--- config.mk ---
export PLATFORM = sky130hd
export DESIGN_NAME = romaji_to_katakana_converter_flat
export DESIGN_NICKNAME = d
export VERILOG_FILES = /design/src/rtl/core/rkc_pkg.sv /design/src/rtl/core/rkc_if.sv /design/src/rtl/core/rkc_row_mem.sv /design/src/rtl/core/rkc_engine.sv /design/src/rtl/core/rkc_out_fifo.sv /design/src/rtl/core/romaji_to_katakana_converter.sv /design/src/flat_wrapper.sv
export VERILOG_INCLUDE_DIRS = /design/src /design/src/rtl/core
export SDC_FILE = /design/constraint.sdc
export NUM_CORES = 1
export LEC_CHECK = 0
export BUFFER_PORTS_ARGS = -buffer_cell sky130_fd_sc_hd__buf_4
export CORE_ASPECT_RATIO = 1.5
export CORE_MARGIN = 4
export CORE_UTILIZATION = 59
export DETAILED_ROUTE_END_ITERATION = 16
export PLACE_DENSITY = 0.74
export SETUP_SLACK_MARGIN = 0.02
export SLEW_MARGIN = 25
export SYNTH_ARGS = -nofsm -noshare
export SYNTH_HDL_FRONTEND = slang
export SYNTH_SLANG_ARGS = --single-unit
--- constraint.sdc ---
create_clock -name clk -period 7.27 [get_ports clk]
set_input_delay 1.454 -clock clk [delete_from_list [all_inputs] [get_ports clk]]
set_output_delay 1.454 -clock clk [all_outputs]
set_load 0.02 [all_outputs]
--- src/rtl/core/romaji_to_katakana_converter_defines.svh ---
// ----------------------------------------------------------------------------
// romaji to katakana converter assertion macros
// shared check wrappers, clocked on clk; RKC_ASSERT is quiet during reset
// ----------------------------------------------------------------------------
`ifndef ROMAJI_TO_KATAKANA_CONVERTER_DEFINES_SVH
`define ROMAJI_TO_KATAKANA_CONVERTER_DEFINES_SVH

// check that is held off while reset is asserted
`define RKC_ASSERT(lbl, prop, msg) \
    lbl: assert property (@(posedge clk) disable iff (!rst_n) prop) else $error(msg);

// check that must also hold during reset
`define RKC_ASSERT_ALWAYS(lbl, prop, msg) \
    lbl: assert property (@(posedge clk) prop) else $error(msg);

`endif

--- src/rtl/core/rkc_pkg.sv ---
// ----------------------------------------------------------------------------
// rkc_pkg
// types, constants and the romaji key rom shared by the converter
// ----------------------------------------------------------------------------
package rkc_pkg;

    localparam int PENDING_DEPTH_DEF = 4;
    localparam int KEY_MAX           = 4;
    localparam int FIFO_DEPTH        = 4;

    // every katakana code point sits in 0x30xx
    localparam logic [5:0] KANA_HI      = 6'h30;
    localparam logic [7:0] KANA_N_LO    = 8'hF3;
    localparam logic [7:0] KANA_TU_LO   = 8'hC3;
    localparam logic [7:0] CH_N         = "n";
    localparam logic [7:0] CH_DASH      = "-";

    typedef struct packed {
        logic       hit;
        logic [7:0] k1;
        logic [7:0] k2;   // zero when only one katakana
    } rom_res_t;

    typedef struct packed {
        logic [1:0] n;
        logic [7:0] c0;
        logic [7:0] c1;
    } push_t;

    typedef enum logic [2:0] {
        FAM_NONE,
        FAM_P,
        FAM_Y,
        FAM_YI0,
        FAM_S,
        FAM_X
    } fam_t;

    function automatic logic is_ending(input logic [7:0] c);
        return c == "a" || c == "i" || c == "u" || c == "e" || c == "o" ||
               c == CH_N || c == CH_DASH;
    endfunction

    function automatic rom_res_t mk(input logic [7:0] a, input logic [7:0] b);
        rom_res_t r;
        r.hit = 1'b1;
        r.k1  = a;
        r.k2  = b;
        return r;
    endfunction

    // key is right-justified, one byte per char, no zero bytes
    function automatic rom_res_t rom_lookup(input logic [31:0] key);
        rom_res_t   r;
        rom_res_t   rf;
        fam_t       fam;
        logic [7:0] b;
        logic [7:0] p [5];
        logic [7:0] ytab [5];
        logic [7:0] stab [5];
        logic [7:0] xtab [5];
        logic [2:0] v;
        logic       vok;
        logic [23:0] pre;
        ytab = '{8'hE3, 8'hA3, 8'hE5, 8'hA7, 8'hE7};
        stab = '{8'hA1, 8'hA3, 8'h00, 8'hA7, 8'hA9};
        xtab = '{8'hA1, 8'hA3, 8'hA5, 8'hA7, 8'hA9};
        fam  = FAM_NONE;
        b    = 8'h00;
        p    = '{8'h00, 8'h00, 8'h00, 8'h00, 8'h00};
        pre  = key[31:8];
        vok  = 1'b1;
        unique case (key[7:0])
            "a":     v = 3'd0;
            "i":     v = 3'd1;
            "u":     v = 3'd2;
            "e":     v = 3'd3;
            "o":     v = 3'd4;
            default:
            begin
                v   = 3'd0;
                vok = 1'b0;
            end
        endcase
        unique case (pre)
            "vy": begin fam = FAM_Y; b = 8'hF4; end
            "ky": begin fam = FAM_Y; b = 8'hAD; end
            "gy": begin fam = FAM_Y; b = 8'hAE; end
            "sy": begin fam = FAM_Y; b = 8'hB7; end
            "zy": begin fam = FAM_Y; b = 8'hB8; end
            "ty": begin fam = FAM_Y; b = 8'hC1; end
            "cy": begin fam = FAM_Y; b = 8'hC1; end
            "dy": begin fam = FAM_Y; b = 8'hC2; end
            "th": begin fam = FAM_Y; b = 8'hC6; end
            "dh": begin fam = FAM_Y; b = 8'hC7; end
            "ny": begin fam = FAM_Y; b = 8'hCB; end
            "hy": begin fam = FAM_Y; b = 8'hD2; end
            "by": begin fam = FAM_Y; b = 8'hD3; end
            "py": begin fam = FAM_Y; b = 8'hD4; end
            "my": begin fam = FAM_Y; b = 8'hDF; end
            "ry": begin fam = FAM_Y; b = 8'hEA; end
            "jy": begin fam = FAM_Y; b = 8'hB8; end
            "sh": begin fam = FAM_YI0; b = 8'hB7; end
            "ch": begin fam = FAM_YI0; b = 8'hC1; end
            "j":  begin fam = FAM_YI0; b = 8'hB8; end
            "v":  begin fam = FAM_S; b = 8'hF4; end
            "f":  begin fam = FAM_S; b = 8'hD5; end
            "q":  begin fam = FAM_S; b = 8'hAF; end
            "wh": begin fam = FAM_S; b = 8'hA6; end
            "ts": begin fam = FAM_S; b = 8'hC4; end
            "tw": begin fam = FAM_X; b = 8'hC8; end
            "dw": begin fam = FAM_X; b = 8'hC9; end
            24'h0: begin fam = FAM_P; p = '{8'hA2, 8'hA4, 8'hA6, 8'hA8, 8'hAA}; end
            "x":  begin fam = FAM_P; p = '{8'hA1, 8'hA3, 8'hA5, 8'hA7, 8'hA9}; end
            "l":  begin fam = FAM_P; p = '{8'hA1, 8'hA3, 8'hA5, 8'hA7, 8'hA9}; end
            "ly": begin fam = FAM_P; p = '{8'hE3, 8'hA3, 8'hE5, 8'hA7, 8'hE7}; end
            "xy": begin fam = FAM_P; p = '{8'hE3, 8'hA3, 8'hE5, 8'hA7, 8'hE7}; end
            "k":  begin fam = FAM_P; p = '{8'hAB, 8'hAD, 8'hAF, 8'hB1, 8'hB3}; end
            "g":  begin fam = FAM_P; p = '{8'hAC, 8'hAE, 8'hB0, 8'hB2, 8'hB4}; end
            "s":  begin fam = FAM_P; p = '{8'hB5, 8'hB7, 8'hB9, 8'hBB, 8'hBD}; end
            "c":  begin fam = FAM_P; p = '{8'hAB, 8'hB7, 8'hAF, 8'hBB, 8'hB3}; end
            "z":  begin fam = FAM_P; p = '{8'hB6, 8'hB8, 8'hBA, 8'hBC, 8'hBE}; end
            "t":  begin fam = FAM_P; p = '{8'hBF, 8'hC1, 8'hC4, 8'hC6, 8'hC8}; end
            "d":  begin fam = FAM_P; p = '{8'hC0, 8'hC2, 8'hC5, 8'hC7, 8'hC9}; end
            "n":  begin fam = FAM_P; p = '{8'hCA, 8'hCB, 8'hCC, 8'hCD, 8'hCE}; end
            "h":  begin fam = FAM_P; p = '{8'hCF, 8'hD2, 8'hD5, 8'hD8, 8'hDB}; end
            "b":  begin fam = FAM_P; p = '{8'hD0, 8'hD3, 8'hD6, 8'hD9, 8'hDC}; end
            "p":  begin fam = FAM_P; p = '{8'hD1, 8'hD4, 8'hD7, 8'hDA, 8'hDD}; end
            "m":  begin fam = FAM_P; p = '{8'hDE, 8'hDF, 8'hE0, 8'hE1, 8'hE2}; end
            "r":  begin fam = FAM_P; p = '{8'hE9, 8'hEA, 8'hEB, 8'hEC, 8'hED}; end
            default: fam = FAM_NONE;
        endcase
        rf = '0;
        unique case (fam)
            FAM_P:   rf = mk(p[v], 8'h00);
            FAM_Y:   rf = mk(b, ytab[v]);
            FAM_YI0: rf = mk(b, (v == 3'd1) ? 8'h00 : ytab[v]);
            FAM_S:   rf = mk(b, stab[v]);
            FAM_X:   rf = mk(b, xtab[v]);
            default: rf = '0;
        endcase
        if (!vok)
        begin
            rf = '0;
        end
        unique case (key)
            "t'i":  r = mk(8'hC6, 8'hA3);
            "t'yu": r = mk(8'hC6, 8'hE5);
            "d'i":  r = mk(8'hC7, 8'hA3);
            "d'yu": r = mk(8'hC7, 8'hE5);
            "t'u":  r = mk(8'hC8, 8'hA5);
            "d'u":  r = mk(8'hC9, 8'hA5);
            "fya":  r = mk(8'hD5, 8'hE3);
            "fyu":  r = mk(8'hD5, 8'hE5);
            "fyo":  r = mk(8'hD5, 8'hE7);
            "hwa":  r = mk(8'hD5, 8'hA1);
            "hwi":  r = mk(8'hD5, 8'hA3);
            "hwyu": r = mk(8'hD5, 8'hE5);
            "hwe":  r = mk(8'hD5, 8'hA7);
            "hwo":  r = mk(8'hD5, 8'hA9);
            "wa":   r = mk(8'hEF, 8'h00);
            "wi":   r = mk(8'hA6, 8'hA3);
            "wu":   r = mk(8'hA6, 8'h00);
            "we":   r = mk(8'hA6, 8'hA7);
            "wo":   r = mk(8'hF2, 8'h00);
            "lka":  r = mk(8'hF5, 8'h00);
            "lke":  r = mk(8'hF6, 8'h00);
            "xka":  r = mk(8'hF5, 8'h00);
            "xke":  r = mk(8'hF6, 8'h00);
            "kwa":  r = mk(8'hAF, 8'hA1);
            "kwi":  r = mk(8'hAF, 8'hA3);
            "kwe":  r = mk(8'hAF, 8'hA7);
            "kwo":  r = mk(8'hAF, 8'hA9);
            "ya":   r = mk(8'hE4, 8'h00);
            "yu":   r = mk(8'hE6, 8'h00);
            "ye":   r = mk(8'hA4, 8'hA7);
            "yo":   r = mk(8'hE8, 8'h00);
            "xwa":  r = mk(8'hEE, 8'h00);
            "lwa":  r = mk(8'hEE, 8'h00);
            "xtu":  r = mk(8'hC3, 8'h00);
            "ltu":  r = mk(8'hC3, 8'h00);
            "xtsu": r = mk(8'hC3, 8'h00);
            "ltsu": r = mk(8'hC3, 8'h00);
            "gwa":  r = mk(8'hB0, 8'hA1);
            "nn":   r = mk(8'hF3, 8'h00);
            "xn":   r = mk(8'hF3, 8'h00);
            "-":    r = mk(8'hFC, 8'h00);
            default: r = rf;
        endcase
        return r;
    endfunction

endpackage

--- src/rtl/core/rkc_if.sv ---
// ----------------------------------------------------------------------------
// rkc channel interfaces
// valid/ready channels for romaji bytes in and katakana items out
// ----------------------------------------------------------------------------
interface rkc_in_if;
    logic       valid;
    logic       ready;
    logic [7:0] char_byte;
    logic       word_start;

    modport source (output valid, output char_byte, output word_start, input ready);
    modport sink   (input valid, input char_byte, input word_start, output ready);
endinterface

interface rkc_out_if;
    logic        valid;
    logic        ready;
    logic [13:0] kana_code;
    logic        last;

    modport source (output valid, output kana_code, output last, input ready);
    modport sink   (input valid, input kana_code, input last, output ready);
endinterface

--- src/rtl/core/rkc_row_mem.sv ---
// ----------------------------------------------------------------------------
// rkc_row_mem
// pending byte row memory, registered read with write forwarding
// ----------------------------------------------------------------------------
module rkc_row_mem #(
    parameter int PENDING_DEPTH = rkc_pkg::PENDING_DEPTH_DEF
) (
    input  logic                          clk,
    input  logic                          rd_en,
    input  logic                          wr_en,
    input  logic [PENDING_DEPTH-1:0][7:0] wr_row,
    output logic [PENDING_DEPTH-1:0][7:0] rd_row
);
    import rkc_pkg::*;

    logic [PENDING_DEPTH-1:0][7:0] row_mem [1];
    logic [PENDING_DEPTH-1:0][7:0] rd_row_reg;

    always_ff @(posedge clk)
    begin
        if (wr_en)
        begin
            row_mem[0] <= wr_row;
        end
    end

    // a write in the read cycle is seen by that read
    always_ff @(posedge clk)
    begin
        if (rd_en)
        begin
            rd_row_reg <= wr_en ? wr_row : row_mem[0];
        end
    end

    assign rd_row = rd_row_reg;

endmodule

--- src/rtl/core/rkc_engine.sv ---
// ----------------------------------------------------------------------------
// rkc_engine
// takes bytes, updates the pending row and emits matched katakana
// ----------------------------------------------------------------------------
`include "romaji_to_katakana_converter_defines.svh"

module rkc_engine #(
    parameter int PENDING_DEPTH = rkc_pkg::PENDING_DEPTH_DEF,
    parameter int CW            = $clog2(PENDING_DEPTH + 1),
    parameter int IW            = $clog2(PENDING_DEPTH)
) (
    input  logic                          clk,
    input  logic                          rst_n,
    rkc_in_if.sink                        romaji,
    input  logic                          room,
    output rkc_pkg::push_t                push,
    output logic                          rd_en,
    output logic                          wr_en,
    output logic [PENDING_DEPTH-1:0][7:0] wr_row,
    input  logic [PENDING_DEPTH-1:0][7:0] rd_row
);
    import rkc_pkg::*;

    logic          s1_valid_reg;
    logic [7:0]    c_reg;
    logic          ws_reg;
    logic [CW-1:0] cnt_reg;
    logic [CW-1:0] cnt_next;
    logic          dead_reg;
    logic          dead_next;
    logic          fire;
    logic          take;

    logic [CW-1:0] cnt0;
    logic          dead0;
    logic [CW-1:0] ln;
    logic [31:0]   key;
    logic          kz;
    rom_res_t      look;
    logic [7:0]    prev;
    logic [PENDING_DEPTH-1:0][7:0] row_n;

    assign fire         = s1_valid_reg && room;
    assign romaji.ready = !s1_valid_reg || fire;
    assign take         = romaji.valid && romaji.ready;
    assign rd_en        = take;
    assign wr_en        = fire;
    assign wr_row       = row_n;

    always_ff @(posedge clk or negedge rst_n)
    begin
        if (!rst_n)
        begin
            s1_valid_reg <= 1'b0;
            cnt_reg      <= '0;
            dead_reg     <= 1'b0;
        end
        else
        begin
            if (take)
            begin
                s1_valid_reg <= 1'b1;
            end
            else if (fire)
            begin
                s1_valid_reg <= 1'b0;
            end
            if (fire)
            begin
                cnt_reg  <= cnt_next;
                dead_reg <= dead_next;
            end
        end
    end

    always_ff @(posedge clk)
    begin
        if (take)
        begin
            c_reg  <= romaji.char_byte;
            ws_reg <= romaji.word_start;
        end
    end

    always_comb
    begin
        cnt0      = ws_reg ? '0 : cnt_reg;
        dead0     = ws_reg ? 1'b0 : dead_reg;
        row_n     = rd_row;
        cnt_next  = cnt0;
        dead_next = dead0;
        push      = '0;
        ln        = cnt0 + 1'b1;
        prev      = rd_row[cnt0[IW-1:0] - 1'b1];
        if (cnt0 != CW'(PENDING_DEPTH))
        begin
            row_n[cnt0[IW-1:0]] = c_reg;
        end
        key = '0;
        kz  = 1'b0;
        for (int i = 0; i < KEY_MAX; i++)
        begin
            if (CW'(i) < ln)
            begin
                key = {key[23:0], row_n[i]};
                kz  = kz | (row_n[i] == 8'h00);
            end
        end
        look = rom_lookup(key);
        if (!dead0)
        begin
            if (is_ending(c_reg))
            begin
                if (cnt0 == CW'(PENDING_DEPTH))
                begin
                    dead_next = 1'b1;
                end
                else if (look.hit && !kz && ln <= CW'(KEY_MAX))
                begin
                    cnt_next = '0;
                    push.c0  = look.k1;
                    push.c1  = look.k2;
                    push.n   = (look.k2 != 8'h00) ? 2'd2 : 2'd1;
                end
                else
                begin
                    cnt_next = ln;
                end
            end
            else if (cnt0 == '0)
            begin
                cnt_next = CW'(1);
            end
            else if (prev == CH_N)
            begin
                row_n       = rd_row;
                row_n[0]    = c_reg;
                cnt_next    = CW'(1);
                push.n      = 2'd1;
                push.c0     = KANA_N_LO;
            end
            else if (prev == c_reg)
            begin
                push.n  = 2'd1;
                push.c0 = KANA_TU_LO;
            end
            else if (cnt0 == CW'(PENDING_DEPTH))
            begin
                dead_next = 1'b1;
            end
            else
            begin
                cnt_next = ln;
            end
        end
        if (!fire)
        begin
            push = '0;
        end
    end

    `RKC_ASSERT(a_cnt_range, cnt_reg <= CW'(PENDING_DEPTH), "pending count past depth")
    `RKC_ASSERT(a_dead_quiet, (fire && dead_reg && !ws_reg) |-> (push.n == 2'd0), "output while dead")
    `RKC_ASSERT(a_match_clears, (fire && push.n == 2'd2) |=> (cnt_reg == '0), "two-kana match kept bytes")
    `RKC_ASSERT(a_hold_item, (s1_valid_reg && !room) |=> s1_valid_reg, "item lost while stalled")

endmodule

--- src/rtl/core/rkc_out_fifo.sv ---
// ----------------------------------------------------------------------------
// rkc_out_fifo
// small result queue, takes up to two items a cycle, gives one
// ----------------------------------------------------------------------------
`include "romaji_to_katakana_converter_defines.svh"

module rkc_out_fifo (
    input  logic           clk,
    input  logic           rst_n,
    input  rkc_pkg::push_t push,
    output logic           room,
    rkc_out_if.source      kana
);
    import rkc_pkg::*;

    localparam int PW = $clog2(FIFO_DEPTH);

    logic [8:0]    ent_reg [FIFO_DEPTH];
    logic [PW-1:0] wp_reg;
    logic [PW-1:0] rp_reg;
    logic [PW:0]   cnt_reg;
    logic          pop;

    assign room           = cnt_reg <= (PW+1)'(FIFO_DEPTH - 2);
    assign kana.valid     = cnt_reg != '0;
    assign pop            = kana.valid && kana.ready;
    assign kana.kana_code = {KANA_HI, ent_reg[rp_reg][8:1]};
    assign kana.last      = ent_reg[rp_reg][0];

    always_ff @(posedge clk or negedge rst_n)
    begin
        if (!rst_n)
        begin
            wp_reg  <= '0;
            rp_reg  <= '0;
            cnt_reg <= '0;
        end
        else
        begin
            wp_reg  <= wp_reg + PW'(push.n);
            rp_reg  <= rp_reg + PW'(pop);
            cnt_reg <= cnt_reg + (PW+1)'(push.n) - (PW+1)'(pop);
        end
    end

    always_ff @(posedge clk)
    begin
        if (push.n != 2'd0)
        begin
            ent_reg[wp_reg] <= {push.c0, push.n == 2'd1};
        end
        if (push.n == 2'd2)
        begin
            ent_reg[wp_reg + 1'b1] <= {push.c1, 1'b1};
        end
    end

    `RKC_ASSERT(a_no_overflow, (push.n != 2'd0) |-> (cnt_reg + (PW+1)'(push.n) <= (PW+1)'(FIFO_DEPTH)), "queue overflow")
    `RKC_ASSERT(a_pair_last, (push.n == 2'd2) |-> (push.c1 != 8'h00), "second kana empty")
    `RKC_ASSERT(a_cnt_bound, cnt_reg <= (PW+1)'(FIFO_DEPTH), "queue count out of range")

endmodule

--- src/rtl/core/romaji_to_katakana_converter.sv ---
// ----------------------------------------------------------------------------
// romaji_to_katakana_converter
// romaji bytes in, katakana code points out
// ----------------------------------------------------------------------------
// One romaji byte is taken per cycle while the result queue has room; it
// is held in an engine register, and its katakana (if any) go into the queue.
// Bytes yielding at most one kana run at one per cycle while the output is
// ready; one yielding two outpaces the queue, so the rate is set by the queue
// draining one item a cycle. Pending bytes live in a one-row memory, read
// when a byte is taken and written back when it is passed on; a write is
// forwarded to a read in the same cycle. There is no clearing pass after reset.
module romaji_to_katakana_converter #(
    parameter int PENDING_DEPTH = rkc_pkg::PENDING_DEPTH_DEF
) (
    input  logic      clk,
    input  logic      rst_n,
    rkc_in_if.sink    romaji,
    rkc_out_if.source kana
);
    import rkc_pkg::*;

    push_t                         push;
    logic                          room;
    logic                          rd_en;
    logic                          wr_en;
    logic [PENDING_DEPTH-1:0][7:0] wr_row;
    logic [PENDING_DEPTH-1:0][7:0] rd_row;

    rkc_row_mem #(
        .PENDING_DEPTH(PENDING_DEPTH)
    ) u_mem (
        .clk    (clk),
        .rd_en  (rd_en),
        .wr_en  (wr_en),
        .wr_row (wr_row),
        .rd_row (rd_row)
    );

    rkc_engine #(
        .PENDING_DEPTH(PENDING_DEPTH)
    ) u_engine (
        .clk    (clk),
        .rst_n  (rst_n),
        .romaji (romaji),
        .room   (room),
        .push   (push),
        .rd_en  (rd_en),
        .wr_en  (wr_en),
        .wr_row (wr_row),
        .rd_row (rd_row)
    );

    rkc_out_fifo u_fifo (
        .clk   (clk),
        .rst_n (rst_n),
        .push  (push),
        .room  (room),
        .kana  (kana)
    );

endmodule
--- src/flat_wrapper.sv ---
// flat-port wrapper written by rule: the top's interface ports become plain ports
module romaji_to_katakana_converter_flat import rkc_pkg::*;
#(
    parameter int PENDING_DEPTH = rkc_pkg::PENDING_DEPTH_DEF
)
  (clk, rst_n, romaji_valid, romaji_char_byte, romaji_word_start, romaji_ready, kana_valid, kana_kana_code, kana_last, kana_ready);
  rkc_in_if romaji_i ();
  rkc_out_if kana_i ();
  input  logic clk;
  input  logic rst_n;
  input wire logic [$bits(romaji_i.valid)-1:0] romaji_valid;
  input wire logic [$bits(romaji_i.char_byte)-1:0] romaji_char_byte;
  input wire logic [$bits(romaji_i.word_start)-1:0] romaji_word_start;
  output wire logic [$bits(romaji_i.ready)-1:0] romaji_ready;
  output wire logic [$bits(kana_i.valid)-1:0] kana_valid;
  output wire logic [$bits(kana_i.kana_code)-1:0] kana_kana_code;
  output wire logic [$bits(kana_i.last)-1:0] kana_last;
  input wire logic [$bits(kana_i.ready)-1:0] kana_ready;
  assign romaji_i.valid = romaji_valid;
  assign romaji_i.char_byte = romaji_char_byte;
  assign romaji_i.word_start = romaji_word_start;
  assign romaji_ready = romaji_i.ready;
  assign kana_valid = kana_i.valid;
  assign kana_kana_code = kana_i.kana_code;
  assign kana_last = kana_i.last;
  assign kana_i.ready = kana_ready;
  romaji_to_katakana_converter #(.PENDING_DEPTH(PENDING_DEPTH)) u_core (.clk(clk), .rst_n(rst_n), .romaji(romaji_i), .kana(kana_i));
endmodule
### Word level (Yosys, flattened, before mapping)

Memories as Yosys holds them, arrays and structs flattened. A register that Yosys moved wholly into a read port is not among the register bits.
Cells that the tools add are included.
Widths: inputs -> output; s select.

| storage, ports and cells | value |
|---|---|
| output and inout port bits | 17 |
| register bits | 21 |
| word-level logic and storage cells | 256 |
| memories kept | 5 |
| memory bits (writable) | 68 |
| bits of input ports | 13 |
| memory bits (read-only) | 192 |

| cells by class | value |
|---|---|
| bitwise operators | 4 |
| multiplexer cells | 70 |
| reductions and logical operators | 43 |
| equal/unequal tests | 109 |
| $add $sub $neg | 7 |
| $lt $le $gt $ge | 10 |

Memory list:

| memory | words | bits a word | read ports | clocked after Yosys merged registers in | write ports | RTL line | text |
|---|---|---|---|---|---|---|---|
| (no name shown) | 8 | 8 | 1 | 0 | 0 | rkc_pkg.sv:139 | `FAM_X: rf = mk(b, xtab[v]);` |
| (no name shown) | 8 | 8 | 1 | 0 | 0 | rkc_pkg.sv:138 | `FAM_S: rf = mk(b, stab[v]);` |
| (no name shown) | 8 | 8 | 1 | 0 | 0 | rkc_pkg.sv:137 | `FAM_YI0: rf = mk(b, (v == 3'd1) ? 8'h00 : ytab[v]);` |
| u_core.u_fifo.ent_reg | 4 | 9 | 1 | 0 | 2 | rkc_out_fifo.sv:18 | `logic [8:0] ent_reg [FIFO_DEPTH];` |
| u_core.u_mem.row_mem | 1 | 32 | 1 | 1 | 1 | rkc_row_mem.sv:16 | `logic [PENDING_DEPTH-1:0][7:0] row_mem [1];` |

Operators by type and width:

| kind | count |
|---|---|
| $eq 32x23->1 const B | 24 |
| $pmux 40 s16 | 1 |
| $eq 24x15->1 const B | 25 |
| $pmux 17 s33 | 1 |
| $eq 24x7->1 const B | 19 |
| $eq 32x15->1 const B | 11 |
| $mux 32 | 8 |
| $pmux 8 s21 | 1 |
| $eq 32x31->1 const B | 5 |
| $mux 8 | 13 |
| $eq 8x7->1 const B | 12 |
| $pmux 17 s5 | 1 |
| $mux 18 | 4 |
| $bwmux 32 | 1 |
| $eq 32x6->1 const B | 1 |
| $logic_not 8->1 | 4 |
| $mux 3 | 9 |
| $mux 9 | 3 |
| $bmux 8 s3 | 1 |
| $logic_not 24->1 | 1 |
| $mux 1 | 20 |
| $reduce_or 2->1 | 10 |
| $reduce_or 18->1 | 1 |
| $mux 17 | 1 |
| other kinds (41) | 66 |

### Longest topological paths before layout

| depth | value |
|---|---|
| word-level depth | 31 |
| gate-level depth with buffers | 26 |
| depth with buffers taken out | 21 |

### Hierarchy

Synthesis repeated with hierarchy kept, for this count alone.

| unflattened totals | value |
|---|---|
| cell total of the unflattened synthesis | 1,293 |
| area, all modules | 11,330.9 um^2 |

Modules (own cells, without submodules):

| module | cells each | sequential area each (um^2) | times used | area an instance (um^2) |
|---|---|---|---|---|
| rkc_engine | 1,014 | 395.4 | 1 | 6,825.3 |
| rkc_out_fifo | 179 | 1,216.2 | 1 | 2,359.8 |
| rkc_row_mem | 100 | 1,601.5 | 1 | 2,145.8 |

### Worst setup path before layout

OpenSTA, ideal clock, no wires.

| timing | value |
|---|---|
| kind | reg2reg |
| start point | register u_core.u_engine.ws_reg |
| end point | register u_core.u_fifo.cnt_reg[2] |
| cell stages (with the launch flop) | 25 |
| setup time | 0.080 ns |
| setup slack | 1.704 ns |
| arrival | 5.486 ns |
| path buffers | 4 |
| data required time | 7.190 ns |
| period minus slack after synthesis | 5.566 ns |
| cell sequence | edfxtp_1 nand2b_1 buf_2 ha_1 clkbuf_1 inv_2 nor2_2 nand2_1 buf_2 o221a_2 clkbuf_1 nand4_1 nor2_1 or3_1 o21a_1 or3_1 o21bai_1 o21ai_1 a22o_1 ha_1 inv_1 ha_1 fa_1 xnor2_1 xnor2_1 |

| on the way | value |
|---|---|
| word-level cells in the longest chain between the ends | 30 |
| elaborated cells between the ends (all ways) | 179 |
| those cells by class | add/sub (4); order compare (7); eq/ne (100); mux (38); bitwise (4); reduce/logical (23); memory (3) |

RTL lines:

| what | RTL line | text |
|---|---|---|
| from (decl) | rkc_engine.sv:26 | `logic ws_reg;` |
| from (signal assigned) | rkc_engine.sv:81 | `ws_reg <= romaji.word_start;` |
| $mux 3 | rkc_engine.sv:87 | `cnt0 = ws_reg ? '0 : cnt_reg;` |
| $lt 2x3->1 (not written as such) / $ge 2x1->1 (equally long branches) | rkc_engine.sv:97 | `row_n[cnt0[IW-1:0]] = c_reg;` |
| $logic_and 1x1->1 (not written as such) | rkc_engine.sv:97 |  |
| $mux 8 (not written as such) | rkc_engine.sv:97 |  |
| $demux 8 s2 | rkc_engine.sv:97 |  |
| $bwmux 32 | rkc_engine.sv:97 |  |
| $mux 32 | rkc_engine.sv:95 | `if (cnt0 != CW'(PENDING_DEPTH))` |
| $mux 8 | rkc_engine.sv:103 | `if (CW'(i) < ln)` |
| [14 not listed] | -- |  |
| $mux 2 | rkc_engine.sv:123 | `push.n = (look.k2 != 8'h00) ? 2'd2 : 2'd1;` |
| $mux 18 | rkc_engine.sv:118 | `else if (look.hit && !kz && ln <= CW'(KEY_MAX))` |
| $mux 18 | rkc_engine.sv:114 | `if (cnt0 == CW'(PENDING_DEPTH))` |
| $mux 10 | rkc_engine.sv:112 | `if (is_ending(c_reg))` |
| $mux 18 (*) | rkc_engine.sv:110 | `if (!dead0)` |
| $mux 18 (*) | rkc_engine.sv:156 | `if (!fire)` |
| $add 3x2->3 (*) | rkc_out_fifo.sv:42 | `cnt_reg <= cnt_reg + (PW+1)'(push.n) - (PW+1)'(pop);` |
| $sub 3x1->3 (*) | rkc_out_fifo.sv:42 |  |
| to (signal assigned) | rkc_out_fifo.sv:42 |  |
| to (decl) | rkc_out_fifo.sv:21 | `logic [PW:0] cnt_reg;` |

Every way passes the cells marked *; elsewhere a longest branch is shown, timed or not. The select of a mux whose other input is x is not followed.
A chain may end at the register's enable or synchronous reset.

### Worst setup path in the final report

Same ends and word-level chain as after synthesis.

==> results.yml <==
power:
  combinationalPowerShare_pct: 60.0
  p_clk_share_pct: 16.4
  pwr-share-seq_pct: 23.6
  power_leakage_nw: 4.117
  cellPowerDensity_nw_per_um2: 466.0
  p_switching_w: 0.002895
  p_int_w: 0.002550
  vdd_ir_drop_max_uv: 372.8
  finalPower_w: 0.005445
  p_sw_share_pct: 53.17
floorplan:
  ioPinCount: 30
  die_w_um: 117.6
  dieArea_um2: 20260
  core_um2: 17500
  die_h_um: 172.4
  num_rows: 59
  start_util_pct: 60.73
global_route:
  grt_pass1_wl_um: 68060
  grtUsageTotal_pct: 43.83
  antenna_found_initial: 4
  grt.overflow.total: 0
  grt_pass1_vias: 11440
  grt_max_degree: 66
setup_path:
  crit_type: "flop to flop"
  cp-start-kind: "flop"
  crit_path_frequent_cell: "ha_1"
  crit_slowest_cell: "edfxtp_1"
  critPathCaptureType: "flop"
  path_max_fanout: 17
  path_cells: "nand2b_1, ha_1, nand3b_2, a21boi_0, nor2_1, o221ai_1, buf_4, nand4_1, buf_4, nor4_1, a21oi_1, o221ai_1, nor4_1, and2_0, a21o_1, a22o_1, ha_1, inv_1, ha_1, fa_1, xnor2_1, xnor2_1"
  required_ns: 7.62
  critPathArrivalTime_ns: 7.22
  slowest_delay_ns: 0.55
synth:
  ys_seq_elements: 121
  synthXorXnorAreaFrac_pct: 2.143
  synthDistinctLibCells: 109
  synth_edf_count: 73
  syn_inst: 1289
  synth_top_family_by_area: "compound AO/OA/AOI/OAI gates"
  synth_compound_area_share_pct: 27.33
  async_flop_share_pct: 9.917
  synthMuxAreaShare_pct: 6.265
  synth_fa_ha_area_share_pct: 1.460
  ys.flop_type: "edfxtp_1"
  avgSynthCellArea_um2: 8.243
  synth-simple-area-share_pct: 27.05
  yosys_warnings: 0
  syn-cell-area_um2: 10630
  seq_area_frac_synth_pct: 30.24
placed_design:
  gp_congestion: 1.172
  port_buffers: 23
  place_hpwl_um: 32570
clock_tree:
  cts_buffers: 17
  cts_tree: "yes"
  cts_htree_levels: 4
  clockBufferDepth: 2
  root_buffer: "clkbuf_16"
  cts_sinks: 121
  clk_latency_ns: 0.44
  postCtsHoldBufs: 0
  clk_pin_slew_worst_paths_ns: 0.07
sta:
  setup_violations: 0
  tightest_slew_ns: 1.009
  hold-worst-slack_ns: 0.4579
  setup_tns_ns: 0
  rsz0062_at_grt: "no"
  finalMaxSlewViolations: 0
  min_period_ns: 6.867
  finalHoldViolCount: 0
  max_freq_mhz: 145.6
  slew_headroom_pct: 32.56
  finClkSkew_ns: 0.02284
  fin_crit_sh_pct: 94.46
final_layout:
  final.fill_count: 1492
  largest_register_ffs: 36
  drive_gt1_share_pct: 15.05
  fin_nets: 1320
  layout_common_cells: "nand2_1, o21ai_0, nor2_1, buf_4, a21oi_1"
  final_common_cell: "nand2_1"
  syn_to_final_growth_pct: 9.975
hold_path:
  min_path_type: "flop to flop"
run:
  cap_violations: 0
route:
  final_antenna_net_count: 0
  first_pass_iters: 7
  drt-total-wl_um: 44750
  drt_iter0_markers: 1995
  drt-wirelength-per-cell_um: 29.38
  via_per_inst: 7.815
  drc: 0
  vias: 11902
outcome:
  status: "finished, final reports clean"
## power by group through the flow
stage	sequential [W]	combinational [W]	clock, W
after CTS	0.00126	0.00307	0.000887
after detailed placement	0.00127	0.00305	0
after floorplan	0.00111	0.00224	0
final	0.00129	0.00327	0.000892
after global routing	0.00129	0.00346	0.000922
after global placement	0.00126	0.00302	0
## synthesized netlist by cell type, drive strengths merged, types with 6 or more instances
library cell | n | area (um^2)
o211ai | 20 | 150.1
o221a | 7 | 78.83
nand4 | 39 | 262.8
nor2 | 94 | 360.3
a211oi | 18 | 135.1
a31oi | 15 | 100.1
mux2i | 26 | 260.3
clkbuf | 50 | 187.7
mux4 | 17 | 382.9
nand3 | 47 | 240.2
edfxtp | 73 | 2192
or3 | 7 | 43.79
nand2b | 16 | 107.6
a221oi | 7 | 61.31
and3 | 19 | 118.9
o32ai | 8 | 77.58
a21o | 6 | 45.04
nand2 | 158 | 600.6
o22ai | 18 | 112.6
nor3 | 45 | 251.5
or4 | 7 | 56.30
and4 | 6 | 52.55
o31ai | 13 | 102.6
a2111oi | 13 | 122.6
or2 | 10 | 62.56
dfxtp | 36 | 720.7
and2 | 17 | 106.4
a21oi | 79 | 399.1
nand4b | 6 | 52.55
nor4b | 6 | 52.55
dfrtp | 12 | 300.3
a32o | 6 | 60.06
a21boi | 16 | 120.1
inv | 24 | 90.09
buf | 44 | 300.3
a211o | 6 | 52.55
ha | 10 | 125.1
o2111ai | 7 | 61.31
a22oi | 8 | 60.06
nor4 | 45 | 315.3
o221ai | 13 | 132.6
xnor2 | 20 | 201.5
o21ai | 119 | 595.6
## routing by layer
layer | part of all wire (%) | wire length (um) | vias to the layer above | track usage, %
li1 | - | - | 5065 | -
met5 | 0.029 | 13 | - | 0
met4 | 12 | 5326 | 2 | 38.78
met2 | 45 | 20320 | 1044 | 72.58
met1 | 32 | 14510 | 5384 | 46.80
met3 | 10 | 4577 | 407 | 11.03
## area by class of cell
class                           instances  area [um^2]  area share, %
Tap cell                              213        266.5          2.281
Inverter                               24        90.09         0.7710
Timing Repair Buffer                   77        578.1          4.947
Clock buffer                           17        425.4          3.641
Sequential cell                       121         3213          27.50
Clock inverter                         15        178.9          1.531
Multi-Input combinational cell       1055         6930          59.31
Antenna cell                            1        2.502        0.02142
## through the flow
stage | util, % | instances | cell area [um^2] | setup WS [ns]
finish | 66.79 | 1523 | 11690 | 0.4028
global route | 66.79 | 1523 | 11690 | 0.02688
CTS | 66.36 | 1521 | 11610 | 0.3003
detailed placement | 62.91 | 1489 | 11010 | 0.3966
global placement | 62.88 | 1489 | 11000 | 0.5423
floorplan | - | 1293 | 10640 | 1.704
## timing repair
action / 4_1_cts / 5_1_grt
gates resized for setup: 0 / 13
endpoints found under the setup margin: 0 / 34
setup buffers: 0 / 0
## final timing paths
path / cells after the start / slack [ns] / start / end
hold / removal: 2 / 0.46 / u_core.u_mem.row_mem[0][12]$_DFF_P_ / u_core.u_mem.row_mem[0][12]$_DFF_P_
hold reg to reg: 2 / 0.46 / u_core.u_mem.row_mem[0][12]$_DFF_P_ / u_core.u_mem.row_mem[0][12]$_DFF_P_
setup reg to reg: 22 / 0.40 / u_core.u_engine.ws_reg$_DFFE_PP_ / u_core.u_fifo.cnt_reg[2]$_DFF_PN0_
min in group asynchronous: 1 / 0.84 / rst_n / u_core.u_engine.cnt_reg[0]$_DFFE_PN0P_
max in group asynchronous: 1 / 6.25 / rst_n / u_core.u_fifo.wp_reg[0]$_DFF_PN0_
setup / recovery: 22 / 0.40 / u_core.u_engine.ws_reg$_DFFE_PP_ / u_core.u_fifo.cnt_reg[2]$_DFF_PN0_
## logic make-up (layout without fill, tap and decap cells)
| group | Yosys count | count (layout) |
|---|---|---|
| buffers and inverters | 118 | 133 |
| AO/OA/AOI/OAI | 425 | 425 |
| adder cells (fa/ha/maj) | 12 | 12 |
| AND/OR/NAND/NOR | 543 | 544 |
| other | 2 | 7 |
| XOR/XNOR | 23 | 23 |
| flip-flops | 121 | 121 |
| multiplexers | 45 | 45 |
## critical path, delay by kind of cell, from the launching register on
family,cells,cell delay (ns)
simple gates,7,2.21
compound gates,6,1.72
fa+ha+maj,4,1.35
buf+inv,3,0.59
flops,1,0.55
xor+xnor,2,0.33
No activity file was read; power rests on OpenSTA's default activity.
